===== src/rtl/core/masc_pkg.sv =====
`default_nettype none

package masc_pkg;

    // request kinds carried on s_tuser
    typedef enum logic [2:0] {
        REQ_ADD       = 3'd0,
        REQ_DELETE    = 3'd1,
        REQ_EDIT      = 3'd2,
        REQ_SEC_TICK  = 3'd3,
        REQ_RING_TICK = 3'd4,
        REQ_STOP      = 3'd5
    } req_t;

    // result status codes
    typedef enum logic [1:0] {
        STS_OK        = 2'd0,
        STS_FULL      = 2'd1,
        STS_EMPTY     = 2'd2,
        STS_NOT_FOUND = 2'd3
    } status_t;

    // alarm slot mode
    typedef enum logic [1:0] {
        MODE_OFF  = 2'd0,
        MODE_RING = 2'd1,
        MODE_WAIT = 2'd2
    } mode_t;

    // configuration register indexes
    localparam logic [1:0] CFG_RING_TICKS  = 2'd0;
    localparam logic [1:0] CFG_WAIT_TICKS  = 2'd1;
    localparam logic [1:0] CFG_MAX_SNOOZES = 2'd2;

    // configuration reset values
    localparam logic [7:0] RING_TICKS_RST  = 8'd30;
    localparam logic [7:0] WAIT_TICKS_RST  = 8'd60;
    localparam logic [3:0] MAX_SNOOZES_RST = 4'd2;

    // counter saturation points
    localparam logic [7:0] TICK_CNT_MAX   = 8'hFF;
    localparam logic [4:0] SNOOZE_CNT_MAX = 5'd31;

    // port widths
    localparam int S_TDATA_W = 48;
    localparam int S_TUSER_W = 3;
    localparam int M_TDATA_W = 16;
    localparam int CFG_DATA_W = 8;

    // one alarm slot as held in the slot ram
    typedef struct packed {
        logic [7:0]  key;
        logic [16:0] alarm_time;
        logic        active;
        logic        rpt;
        mode_t       mode;
        logic [7:0]  ring_cnt;
        logic [7:0]  wait_cnt;
        logic [4:0]  snooze_cnt;
    } slot_t;

    // request payload on s_tdata, lowest field last
    typedef struct packed {
        logic [3:0]  pad;
        logic [16:0] current_time;
        logic        alarm_repeat;
        logic        alarm_active;
        logic [16:0] alarm_time;
        logic [7:0]  alarm_key;
    } item_t;

    // result payload on m_tdata, lowest field last
    typedef struct packed {
        logic [4:0] pad;
        logic [3:0] used_slots;
        logic [2:0] fired_slot;
        logic       fired;
        logic       buzzer_on;
        status_t    status;
    } res_t;

    // controller states
    typedef enum logic [2:0] {
        S_IDLE,
        S_DISPATCH,
        S_WALK,
        S_WALK_NEXT,
        S_SRCH,
        S_MOVE,
        S_DONE
    } fsm_state_t;

    // slot ram read address select
    typedef enum logic [1:0] {
        RD_ZERO,
        RD_IDX_NEXT,
        RD_SRCH_NEXT,
        RD_LAST
    } rd_sel_t;

    // slot ram write select
    typedef enum logic [2:0] {
        WR_NONE,
        WR_ADD,
        WR_EDIT,
        WR_FIRE,
        WR_TICK,
        WR_STOP,
        WR_MOVE
    } wr_sel_t;

    // controller to datapath commands
    typedef struct packed {
        logic    load;
        rd_sel_t rd_sel;
        wr_sel_t wr_sel;
        logic    idx_inc;
        logic    srch_inc;
        logic    srch_start;
        logic    cnt_inc;
        logic    cnt_dec;
        logic    status_we;
        status_t status;
        logic    res_load;
    } dp_cmd_t;

    // datapath to controller status
    typedef struct packed {
        req_t req;
        logic cnt_zero;
        logic cnt_full;
        logic key_hit;
        logic time_hit;
        logic mode_off;
        logic mode_ring;
        logic rpt;
        logic idx_more;
        logic srch_more;
        logic out_free;
    } dp_stat_t;

endpackage

`default_nettype wire


===== src/rtl/core/masc_ram.sv =====
`default_nettype none

module masc_ram #(
    parameter int WIDTH = 8,
    parameter int DEPTH = 8,
    localparam int AW = (DEPTH > 1) ? $clog2(DEPTH) : 1
) (
    input  wire logic                aclk,
    input  wire logic                we,
    input  wire logic [AW-1:0]       waddr,
    input  wire logic [WIDTH-1:0]    wdata,
    input  wire logic [AW-1:0]       raddr,
    output logic      [WIDTH-1:0]    rdata
);

    logic [WIDTH-1:0] mem [DEPTH];

    // write port and registered read port, read returns old data on collision
    always_ff @(posedge aclk) begin
        if (we) begin
            mem[waddr] <= wdata;
        end
        rdata <= mem[raddr];
    end

endmodule

`default_nettype wire


===== src/rtl/core/masc_datapath.sv =====
`default_nettype none

module masc_datapath
    import masc_pkg::*;
#(
    parameter int SLOTS = 8
) (
    input  wire logic                  aclk,
    input  wire logic                  aresetn,
    input  wire dp_cmd_t               cmd,
    output dp_stat_t                   stat,
    input  wire logic [S_TDATA_W-1:0]  s_tdata,
    input  wire logic [S_TUSER_W-1:0]  s_tuser,
    input  wire logic                  cfg_valid,
    input  wire logic [1:0]            cfg_addr,
    input  wire logic [CFG_DATA_W-1:0] cfg_data,
    output logic                       m_tvalid,
    input  wire logic                  m_tready,
    output logic [M_TDATA_W-1:0]       m_tdata
);

    localparam int IW = (SLOTS > 1) ? $clog2(SLOTS) : 1;
    localparam int CW = $clog2(SLOTS + 1);
    localparam int SW = $bits(slot_t);

    // latched request
    req_t        req_reg;
    logic [7:0]  key_reg;
    logic [16:0] atime_reg;
    logic        act_reg;
    logic        rpt_reg;
    logic [16:0] now_reg;

    // table state and walk indexes
    logic [CW-1:0] cnt_reg;
    logic          buzzer_reg;
    logic [IW-1:0] idx_reg;
    logic [IW-1:0] srch_reg;

    // configuration
    logic [7:0] ring_ticks_reg;
    logic [7:0] wait_ticks_reg;
    logic [3:0] max_snoozes_reg;

    // result
    status_t       status_reg;
    logic          fired_reg;
    logic [IW-1:0] fslot_reg;
    logic          m_tvalid_reg;
    res_t          m_tdata_reg;

    item_t         item;
    logic [CW-1:0] idx_plus;
    logic [CW-1:0] srch_plus;
    logic [IW-1:0] last_addr;
    logic [IW-1:0] raddr;
    logic [IW-1:0] waddr;
    logic          we;
    slot_t         wdata;
    slot_t         rdata;
    logic [SW-1:0] rdata_raw;
    slot_t         add_slot;
    slot_t         tick_slot;
    logic          tick_buz_on;
    logic          tick_buz_off;
    logic [7:0]    ring_limit;
    logic [CW+3:0] cnt_wide;
    logic [IW+2:0] fslot_wide;
    res_t          res;

    assign item = item_t'(s_tdata);

    // walk arithmetic
    assign idx_plus  = CW'(idx_reg) + CW'(1);
    assign srch_plus = CW'(srch_reg) + CW'(1);
    assign last_addr = IW'(cnt_reg - CW'(1));

    // read address select
    always_comb begin
        case (cmd.rd_sel)
            RD_ZERO:      raddr = '0;
            RD_IDX_NEXT:  raddr = IW'(idx_plus);
            RD_SRCH_NEXT: raddr = IW'(srch_plus);
            RD_LAST:      raddr = last_addr;
            default:      raddr = '0;
        endcase
    end

    // new slot for add
    always_comb begin
        add_slot            = '0;
        add_slot.key        = key_reg;
        add_slot.alarm_time = atime_reg;
        add_slot.active     = act_reg;
        add_slot.rpt        = rpt_reg;
        add_slot.mode       = MODE_OFF;
    end

    // ring tick update of one slot
    assign ring_limit = (ring_ticks_reg == 8'd0) ? 8'd1 : ring_ticks_reg;

    always_comb begin
        tick_slot    = rdata;
        tick_buz_on  = 1'b0;
        tick_buz_off = 1'b0;
        if (tick_slot.mode == MODE_RING && tick_slot.ring_cnt != TICK_CNT_MAX) begin
            tick_slot.ring_cnt = tick_slot.ring_cnt + 8'd1;
        end
        if (tick_slot.ring_cnt >= ring_limit) begin
            tick_slot.ring_cnt = 8'd0;
            tick_buz_off       = 1'b1;
            tick_slot.mode     = MODE_WAIT;
            if (tick_slot.snooze_cnt != SNOOZE_CNT_MAX) begin
                tick_slot.snooze_cnt = tick_slot.snooze_cnt + 5'd1;
            end
        end
        if (tick_slot.mode == MODE_WAIT) begin
            if (tick_slot.snooze_cnt > {1'b0, max_snoozes_reg}) begin
                tick_slot.mode       = MODE_OFF;
                tick_slot.snooze_cnt = 5'd0;
            end else begin
                if (tick_slot.wait_cnt != TICK_CNT_MAX) begin
                    tick_slot.wait_cnt = tick_slot.wait_cnt + 8'd1;
                end
                if (tick_slot.wait_cnt >= wait_ticks_reg) begin
                    tick_buz_on        = 1'b1;
                    tick_buz_off       = 1'b0;
                    tick_slot.mode     = MODE_RING;
                    tick_slot.wait_cnt = 8'd0;
                end
            end
        end
    end

    // write select
    always_comb begin
        we    = 1'b1;
        waddr = idx_reg;
        wdata = rdata;
        case (cmd.wr_sel)
            WR_NONE: begin
                we = 1'b0;
            end
            WR_ADD: begin
                waddr = IW'(cnt_reg);
                wdata = add_slot;
            end
            WR_EDIT: begin
                waddr            = srch_reg;
                wdata.alarm_time = atime_reg;
                wdata.active     = act_reg;
                wdata.rpt        = rpt_reg;
            end
            WR_FIRE: begin
                wdata.mode = MODE_RING;
            end
            WR_TICK: begin
                wdata = tick_slot;
            end
            WR_STOP: begin
                wdata.mode = MODE_OFF;
            end
            WR_MOVE: begin
                waddr = srch_reg;
            end
            default: begin
                we = 1'b0;
            end
        endcase
    end

    // slot table
    masc_ram #(
        .WIDTH (SW),
        .DEPTH (SLOTS)
    ) u_slot_ram (
        .aclk  (aclk),
        .we    (we),
        .waddr (waddr),
        .wdata (wdata),
        .raddr (raddr),
        .rdata (rdata_raw)
    );

    assign rdata = slot_t'(rdata_raw);

    // latch request payload, or the slot key for a stop delete search
    always_ff @(posedge aclk) begin
        if (cmd.load) begin
            req_reg   <= req_t'(s_tuser);
            key_reg   <= item.alarm_key;
            atime_reg <= item.alarm_time;
            act_reg   <= item.alarm_active;
            rpt_reg   <= item.alarm_repeat;
            now_reg   <= item.current_time;
        end else if (cmd.srch_start) begin
            key_reg <= rdata.key;
        end
    end

    // walk and search indexes
    always_ff @(posedge aclk) begin
        if (cmd.load) begin
            idx_reg  <= '0;
            srch_reg <= '0;
        end else begin
            if (cmd.idx_inc) begin
                idx_reg <= IW'(idx_plus);
            end
            if (cmd.srch_start) begin
                srch_reg <= '0;
            end else if (cmd.srch_inc) begin
                srch_reg <= IW'(srch_plus);
            end
        end
    end

    // alarm count and buzzer
    always_ff @(posedge aclk) begin
        if (!aresetn) begin
            cnt_reg    <= '0;
            buzzer_reg <= 1'b0;
        end else begin
            if (cmd.cnt_inc) begin
                cnt_reg <= cnt_reg + CW'(1);
            end else if (cmd.cnt_dec) begin
                cnt_reg <= cnt_reg - CW'(1);
            end
            if (cmd.wr_sel == WR_FIRE) begin
                buzzer_reg <= 1'b1;
            end else if (cmd.wr_sel == WR_STOP) begin
                buzzer_reg <= 1'b0;
            end else if (cmd.wr_sel == WR_TICK) begin
                if (tick_buz_on) begin
                    buzzer_reg <= 1'b1;
                end else if (tick_buz_off) begin
                    buzzer_reg <= 1'b0;
                end
            end
        end
    end

    // configuration registers
    always_ff @(posedge aclk) begin
        if (!aresetn) begin
            ring_ticks_reg  <= RING_TICKS_RST;
            wait_ticks_reg  <= WAIT_TICKS_RST;
            max_snoozes_reg <= MAX_SNOOZES_RST;
        end else if (cfg_valid) begin
            case (cfg_addr)
                CFG_RING_TICKS:  ring_ticks_reg  <= cfg_data;
                CFG_WAIT_TICKS:  wait_ticks_reg  <= cfg_data;
                CFG_MAX_SNOOZES: max_snoozes_reg <= cfg_data[3:0];
                default: ;
            endcase
        end
    end

    // per-request result fields
    always_ff @(posedge aclk) begin
        if (cmd.load) begin
            status_reg <= STS_OK;
            fired_reg  <= 1'b0;
            fslot_reg  <= '0;
        end else begin
            if (cmd.status_we) begin
                status_reg <= cmd.status;
            end
            if (cmd.wr_sel == WR_FIRE) begin
                fired_reg <= 1'b1;
                fslot_reg <= idx_reg;
            end
        end
    end

    // result assembly
    assign cnt_wide   = {4'b0000, cnt_reg};
    assign fslot_wide = {3'b000, fslot_reg};

    always_comb begin
        res            = '0;
        res.status     = status_reg;
        res.buzzer_on  = buzzer_reg;
        res.fired      = fired_reg;
        res.fired_slot = fslot_wide[2:0];
        res.used_slots = cnt_wide[3:0];
    end

    // output register
    always_ff @(posedge aclk) begin
        if (!aresetn) begin
            m_tvalid_reg <= 1'b0;
        end else if (cmd.res_load) begin
            m_tvalid_reg <= 1'b1;
        end else if (m_tready) begin
            m_tvalid_reg <= 1'b0;
        end
    end

    always_ff @(posedge aclk) begin
        if (cmd.res_load) begin
            m_tdata_reg <= res;
        end
    end

    assign m_tvalid = m_tvalid_reg;
    assign m_tdata  = m_tdata_reg;

    // status toward the controller
    always_comb begin
        stat           = '0;
        stat.req       = req_reg;
        stat.cnt_zero  = (cnt_reg == '0);
        stat.cnt_full  = (cnt_reg == CW'(SLOTS));
        stat.key_hit   = (rdata.key == key_reg);
        stat.time_hit  = rdata.active && (rdata.alarm_time == now_reg);
        stat.mode_off  = (rdata.mode == MODE_OFF);
        stat.mode_ring = (rdata.mode == MODE_RING);
        stat.rpt       = rdata.rpt;
        stat.idx_more  = (idx_plus < cnt_reg);
        stat.srch_more = (srch_plus < cnt_reg);
        stat.out_free  = !m_tvalid_reg || m_tready;
    end

endmodule

`default_nettype wire


===== src/rtl/core/masc_ctrl.sv =====
`default_nettype none

module masc_ctrl
    import masc_pkg::*;
(
    input  wire logic     aclk,
    input  wire logic     aresetn,
    input  wire logic     s_tvalid,
    output logic          s_tready,
    input  wire dp_stat_t stat,
    output dp_cmd_t       cmd
);

    fsm_state_t state_reg;
    fsm_state_t state_next;

    // state register
    always_ff @(posedge aclk) begin
        if (!aresetn) begin
            state_reg <= S_IDLE;
        end else begin
            state_reg <= state_next;
        end
    end

    // next state and commands
    always_comb begin
        state_next = state_reg;
        cmd        = '0;
        s_tready   = 1'b0;
        case (state_reg)
            S_IDLE: begin
                s_tready = aresetn;
                if (s_tvalid && aresetn) begin
                    cmd.load   = 1'b1;
                    state_next = S_DISPATCH;
                end
            end

            S_DISPATCH: begin
                state_next = S_DONE;
                case (stat.req)
                    REQ_ADD: begin
                        if (stat.cnt_full) begin
                            cmd.status_we = 1'b1;
                            cmd.status    = STS_FULL;
                        end else begin
                            cmd.wr_sel  = WR_ADD;
                            cmd.cnt_inc = 1'b1;
                        end
                    end
                    REQ_DELETE, REQ_EDIT: begin
                        if (stat.cnt_zero) begin
                            cmd.status_we = 1'b1;
                            cmd.status    = STS_EMPTY;
                        end else begin
                            cmd.rd_sel = RD_ZERO;
                            state_next = S_SRCH;
                        end
                    end
                    REQ_SEC_TICK, REQ_RING_TICK, REQ_STOP: begin
                        if (!stat.cnt_zero) begin
                            cmd.rd_sel = RD_ZERO;
                            state_next = S_WALK;
                        end
                    end
                    default: ;
                endcase
            end

            // one used slot per cycle, a stop delete holds it; next read overlaps
            S_WALK: begin
                case (stat.req)
                    REQ_SEC_TICK: begin
                        if (stat.time_hit) begin
                            if (stat.mode_off) begin
                                cmd.wr_sel = WR_FIRE;
                            end
                            state_next = S_DONE;
                        end else if (stat.idx_more) begin
                            cmd.idx_inc = 1'b1;
                            cmd.rd_sel  = RD_IDX_NEXT;
                        end else begin
                            state_next = S_DONE;
                        end
                    end
                    REQ_RING_TICK: begin
                        cmd.wr_sel = WR_TICK;
                        if (stat.idx_more) begin
                            cmd.idx_inc = 1'b1;
                            cmd.rd_sel  = RD_IDX_NEXT;
                        end else begin
                            state_next = S_DONE;
                        end
                    end
                    REQ_STOP: begin
                        if (stat.mode_ring) begin
                            cmd.wr_sel = WR_STOP;
                        end
                        if (stat.mode_ring && !stat.rpt) begin
                            // one-shot alarm: delete by its key
                            cmd.srch_start = 1'b1;
                            cmd.rd_sel     = RD_ZERO;
                            state_next     = S_SRCH;
                        end else if (stat.idx_more) begin
                            cmd.idx_inc = 1'b1;
                            cmd.rd_sel  = RD_IDX_NEXT;
                        end else begin
                            state_next = S_DONE;
                        end
                    end
                    default: begin
                        state_next = S_DONE;
                    end
                endcase
            end

            // resume the walk after a one-shot delete
            S_WALK_NEXT: begin
                if (stat.idx_more) begin
                    cmd.idx_inc = 1'b1;
                    cmd.rd_sel  = RD_IDX_NEXT;
                    state_next  = S_WALK;
                end else begin
                    state_next = S_DONE;
                end
            end

            // key search over used slots, first match wins
            S_SRCH: begin
                if (stat.key_hit) begin
                    if (stat.req == REQ_EDIT) begin
                        cmd.wr_sel = WR_EDIT;
                        state_next = S_DONE;
                    end else begin
                        cmd.rd_sel = RD_LAST;
                        state_next = S_MOVE;
                    end
                end else if (stat.srch_more) begin
                    cmd.srch_inc = 1'b1;
                    cmd.rd_sel   = RD_SRCH_NEXT;
                end else if (stat.req == REQ_STOP) begin
                    state_next = S_WALK_NEXT;
                end else begin
                    cmd.status_we = 1'b1;
                    cmd.status    = STS_NOT_FOUND;
                    state_next    = S_DONE;
                end
            end

            // last used slot fills the hole
            S_MOVE: begin
                cmd.wr_sel  = WR_MOVE;
                cmd.cnt_dec = 1'b1;
                if (stat.req == REQ_STOP) begin
                    state_next = S_WALK_NEXT;
                end else begin
                    state_next = S_DONE;
                end
            end

            S_DONE: begin
                if (stat.out_free) begin
                    cmd.res_load = 1'b1;
                    state_next   = S_IDLE;
                end
            end

            default: begin
                state_next = S_IDLE;
            end
        endcase
    end

endmodule

`default_nettype wire


===== src/rtl/core/multi_alarm_snooze_controller.sv =====
// channel   direction  handshake               payload
// request   in         s_tvalid / s_tready     s_tuser req_type, s_tdata operands
// result    out        m_tvalid / m_tready     m_tdata status and table summary
// config    in         cfg_valid / cfg_ready   cfg_addr register index, cfg_data value
//
// add passes through dispatch and done before its result is registered, and the
// next request is taken back in idle; delete and edit add a key search over the
// used slots, plus a move on delete.
// ticks walk the used slots one per cycle through the single-read-port slot
// ram; a second tick ends at its first match; stop adds a key search and a
// move for every one-shot alarm it deletes, which holds the walk.
// aresetn is synchronous, active low; the slot ram is not cleared, entries
// beyond the alarm count are never read.
// one finished result may wait in the output register while the next
// request is accepted; a second finished result holds until it drains.
`default_nettype none

module multi_alarm_snooze_controller
    import masc_pkg::*;
#(
    parameter int SLOTS = 8
) (
    input  wire logic                  aclk,
    input  wire logic                  aresetn,
    // request
    input  wire logic                  s_tvalid,
    output logic                       s_tready,
    input  wire logic [S_TDATA_W-1:0]  s_tdata,  // alarm_key, alarm_time, alarm_active,
                                                 // alarm_repeat, current_time, zero pad
    input  wire logic [S_TUSER_W-1:0]  s_tuser,  // req_type
    // result
    output logic                       m_tvalid,
    input  wire logic                  m_tready,
    output logic [M_TDATA_W-1:0]       m_tdata,  // status, buzzer_on, fired, fired_slot,
                                                 // used_slots, zero pad
    // configuration
    input  wire logic                  cfg_valid,
    output logic                       cfg_ready,
    input  wire logic [1:0]            cfg_addr,
    input  wire logic [CFG_DATA_W-1:0] cfg_data
);

    dp_cmd_t  cmd;
    dp_stat_t stat;

    // configuration writes are registered while cfg_valid is high, none taken during reset
    assign cfg_ready = aresetn;

    masc_ctrl u_ctrl (
        .aclk     (aclk),
        .aresetn  (aresetn),
        .s_tvalid (s_tvalid),
        .s_tready (s_tready),
        .stat     (stat),
        .cmd      (cmd)
    );

    masc_datapath #(
        .SLOTS (SLOTS)
    ) u_datapath (
        .aclk      (aclk),
        .aresetn   (aresetn),
        .cmd       (cmd),
        .stat      (stat),
        .s_tdata   (s_tdata),
        .s_tuser   (s_tuser),
        .cfg_valid (cfg_valid),
        .cfg_addr  (cfg_addr),
        .cfg_data  (cfg_data),
        .m_tvalid  (m_tvalid),
        .m_tready  (m_tready),
        .m_tdata   (m_tdata)
    );

endmodule

`default_nettype wire


===== config.mk =====
export PLATFORM = sky130hd
export DESIGN_NAME = multi_alarm_snooze_controller
export DESIGN_NICKNAME = d
export VERILOG_FILES = /design/src/rtl/core/masc_pkg.sv /design/src/rtl/core/masc_ram.sv /design/src/rtl/core/masc_datapath.sv /design/src/rtl/core/masc_ctrl.sv /design/src/rtl/core/multi_alarm_snooze_controller.sv
export SDC_FILE = /design/constraint.sdc
export NUM_CORES = 1
export LEC_CHECK = 0
export BUFFER_PORTS_ARGS = -buffer_cell sky130_fd_sc_hd__buf_2
export CELL_PAD_IN_SITES_DETAIL_PLACEMENT = 0
export CELL_PAD_IN_SITES_GLOBAL_PLACEMENT = 1
export CORE_ASPECT_RATIO = 0.6
export CORE_MARGIN = 5
export CORE_UTILIZATION = 52
export DETAILED_ROUTE_END_ITERATION = 7
export PLACE_DENSITY = 0.84
export SYNTH_ARGS = -nofsm -noshare
export SYNTH_HDL_FRONTEND = slang
export SYNTH_SLANG_ARGS = --single-unit

===== constraint.sdc =====
create_clock -name aclk -period 6.9 [get_ports aclk]
set_input_delay 1.035 -clock aclk [delete_from_list [all_inputs] [get_ports aclk]]
set_output_delay 1.035 -clock aclk [all_outputs]
set_load 0.03 [all_outputs]

==> metrics.md <==
| Metric | Value |
|---|---|
| PortBufs | 75 |
| Largest regs | u_datapath.u_slot_ram.mem: 400 flops, u_datapath.u_slot_ram.rdata: 50 flops |
| Largest register by flop count | u_datapath.u_slot_ram.mem |
| Synthesized netlist cell count | 1660 |
| P_leak | 0.00872 uW |
| Cell Area, Synth | 0.0230 mm2 |
| Post-synth top area share | 59.8% |
| Ys async rst share | 0% |
| Avg Cell Area, Syn | 13.9 um2 |
| Area Growth Syn to Fin | 10.2% |
| CTS tree | built |
| Max VDD drop | 168 uV |
| Post-cts resize count | 0 |
| Layout Utilization | 58.2% |
| Setup TNS | 0 ps |
| DRT iter0 DRCs | 1535 |
| EDFF count, synth | 458 |
| Nets | 1800 |
| Final hold viol count | 0 |
| Average wire per standard cell | 23.6 um |
| Post-CTS setup buffers | 0 |
| Routed via count | 14200 |
| Relative slew slack | 17.9% |
| Crit path launch | u_datapath.u_slot_ram.rdata[13] |
| Worst setup EP type | register |
| FF-to-FF End | u_datapath.u_slot_ram.mem[7][0] |
| Skew final | 24.4 ps |
| Final setup viols | 0 |
| Clock slew at reported path FFs | 70 ps |
| Effective utilization at floorplan | 52.8% |
| Max Cap Violations | 0 |
| Primary FF master, synth | edfxtp_1 |
| Num CTS Buffers | 48 |
| Reg2Reg Depth | 23 |
| Pre-antenna DRT Iters | 5 |
| Synthesis Warnings | 0 |
| Status | completed |
| Setup crit start kind | register |
| Die Area | 0.0487 mm2 |
| Drt total wl | 54700 um |
| Clock sink total | 549 |
| Area of the multi-input gates | 0.00686 mm2 |
| Yosys cell types | 68 |
| Hold-fix buffer count after cts | 0 |
| H-tree levels | 2 |
| Row cnt | 59 |
| Post-route cell area | 0.0253 mm2 |
| Max Clock Freq | 166 MHz |
| RSZ-0062 raised after global routing | no |
| Sequential-to-total area share from yosys stat | 67.7% |
| Root Buffer | clkbuf_16 |
| Dpl hpwl | 30600 um |
| Remaining antenna violation count | 0 |
| Leading cell type in the layout, fill and taps excluded | edfxtp_1 |
| HP Class | register to register |
| Most frequent cells in the layout | 458 x edfxtp_1, 205 x and3_1, 180 x a211oi_1 |
| Worst Path Required | 7190 ps |
| Maximum fanout along the worst path | 8 |
| Vias in the first global route | 13800 |
| Dpl cell area | 0.0239 mm2 |
| Total grt overflow | 0 |
| Max-slew violation count | 0 |
| Initial antenna violation count | 0 |
| Die height | 173 um |
| Die W | 282 um |
| Fraction of layout instances using a drive strength above 1 | 14.2% |
| Post-Layout Cell Count | 2315 |
| Area leader, netlist | edfxtp_1 |
| Pin count of the biggest net entering global routing | 134 |
| R2R Setup Slk | 890 ps |
| Max reg flops | 400 |
| Hold worst-path end | u_datapath.m_tdata[4] |
| Gr usage total | 21.9% |
| RR Startpoint | u_datapath.u_slot_ram.rdata[13] |
| Clk_lat worst skew | 580 ps |
| Worst EP arrival | 6300 ps |
| # diodes | 0 |
| CTS Buffer Depth | 3 |
| Fill cells | 3400 |
| Slew @ Worst Pin | 1230 ps |
| Final min period | 6010 ps |
| Worst hold stages | 0 |
| Top Ports | 85 |
| Placed Cells | 2230 |
| Pwr Density | 295 mW/mm2 |
| Top post-synthesis cells by area | edfxtp_1 60%, dfxtp_1 7.9%, a211oi_1 5.9% |
| DRC viols | 0 |
| Critical path type | register to register |
| Gpl congestion | 0.874 |
| First-pass GRT wire length | 83400 um |
| Synth Register Bits | 549 |
| CORE AREA | 0.0436 mm2 |
| Vias per inst | 6.14 |
| Hold Startpoint | u_datapath.fslot_reg[0] |
| Register area | 0.0156 mm2 |
| Fin crit share | 87.0% |
[area by class of cell]
class	instances	area share, %
Sequential cell	549	61.4
Multi-Input combinational cell	973	27.1
Clock buffer	65	5.15
Tap cell	579	2.86
Timing Repair Buffer	99	2.34
Clock inverter	20	0.711
Inverter	30	0.444
[critical path: stages (launching register included)]
cell,delay (ps)
dfxtp_1,360
ha_1,250
nand3_1,90
nor2_1,40
nor2_1,350
nand4_1,300
nor2_1,220
xor2_1,230
ha_1,300
a2111o_1,420
a31oi_1,150
o21a_1,200
nor2_1,160
nand2_1,160
mux2_2,360
ha_1,310
nor2b_1,140
o21a_1,160
o21a_1,170
o21ai_0,150
nand3b_1,160
o22ai_1,430
a21oi_1,140
mux2i_1,490
[worst max-delay path by stage]
stage	endpoint	slack, ps	cells past startpoint
final	u_datapath.u_slot_ram.mem[7][0]	890	23
after CTS	u_datapath.u_slot_ram.mem[7][0]	970	23
after global placement	u_datapath.u_slot_ram.mem[0][0]	1110	23
after floorplan	u_datapath.u_slot_ram.mem[0][5]	1810	23
after detailed placement	u_datapath.u_slot_ram.mem[2][0]	1020	23
after global routing	u_datapath.u_slot_ram.mem[7][0]	340	23
[synthesized netlist by cell type, types with 5 or more instances]
library cell / n
nand4_1: 8
nor4_2: 16
clkbuf_1: 43
a22o_1: 13
buf_2: 48
nor2b_1: 21
buf_4: 9
nor3_1: 15
nand3_1: 27
a211oi_2: 24
buf_6: 9
mux2i_1: 13
nand2b_1: 10
edfxtp_1: 458
o21a_1: 7
and3_1: 205
dfxtp_1: 91
inv_1: 29
o211ai_1: 8
nand2_1: 104
a31oi_1: 7
mux2_1: 9
nor2_1: 53
and2_1: 6
nand3b_1: 5
mux2_2: 13
a211o_1: 6
o21ai_0: 20
ha_1: 33
a211oi_1: 180
xor2_1: 24
xnor2_1: 21
nor4_1: 42
a21oi_1: 25
[per-stage QoR]
step	total power [uW]	setup WS, ps	hold slack (ps)
global placement	4880	1110	418
detailed placement	4910	1020	422
floorplan	4630	1810	408
CTS	7490	969	431
global route	7760	343	425
finish	7470	894	429
[layer usage]
| layer | wire, um | track usage, % | vias to the layer above | share of wire, % |
|---|---|---|---|---|
| met5 | 0 | 0 | - | 0 |
| met4 | 605 | 3.59 | 0 | 1.1 |
| met3 | 3910 | 3.23 | 49 | 7.1 |
| met2 | 24500 | 32.6 | 500 | 45 |
| met1 | 25700 | 35.1 | 7145 | 47 |
| li1 | - | - | 6529 | - |
[power breakdown]
group          leakage [uW]  internal (uW)  switching [uW]
logic               0.00311            285             560
registers           0.00489           3890             122
clock network      0.000722           1440            1170
total               0.00872           5610            1860
[cells by family after synthesis]
logic type,share of synthesized area [%]
flip-flops,67.7
AO/OA/AOI/OAI,10.8
other,0.0163
AND/OR/NAND/NOR,13.2
XOR/XNOR,1.71
multiplexers,1.64
adder cells (fa/ha/maj),1.79
buffers and inverters,3.03
Note: power is estimated with default switching activity, not from simulation.
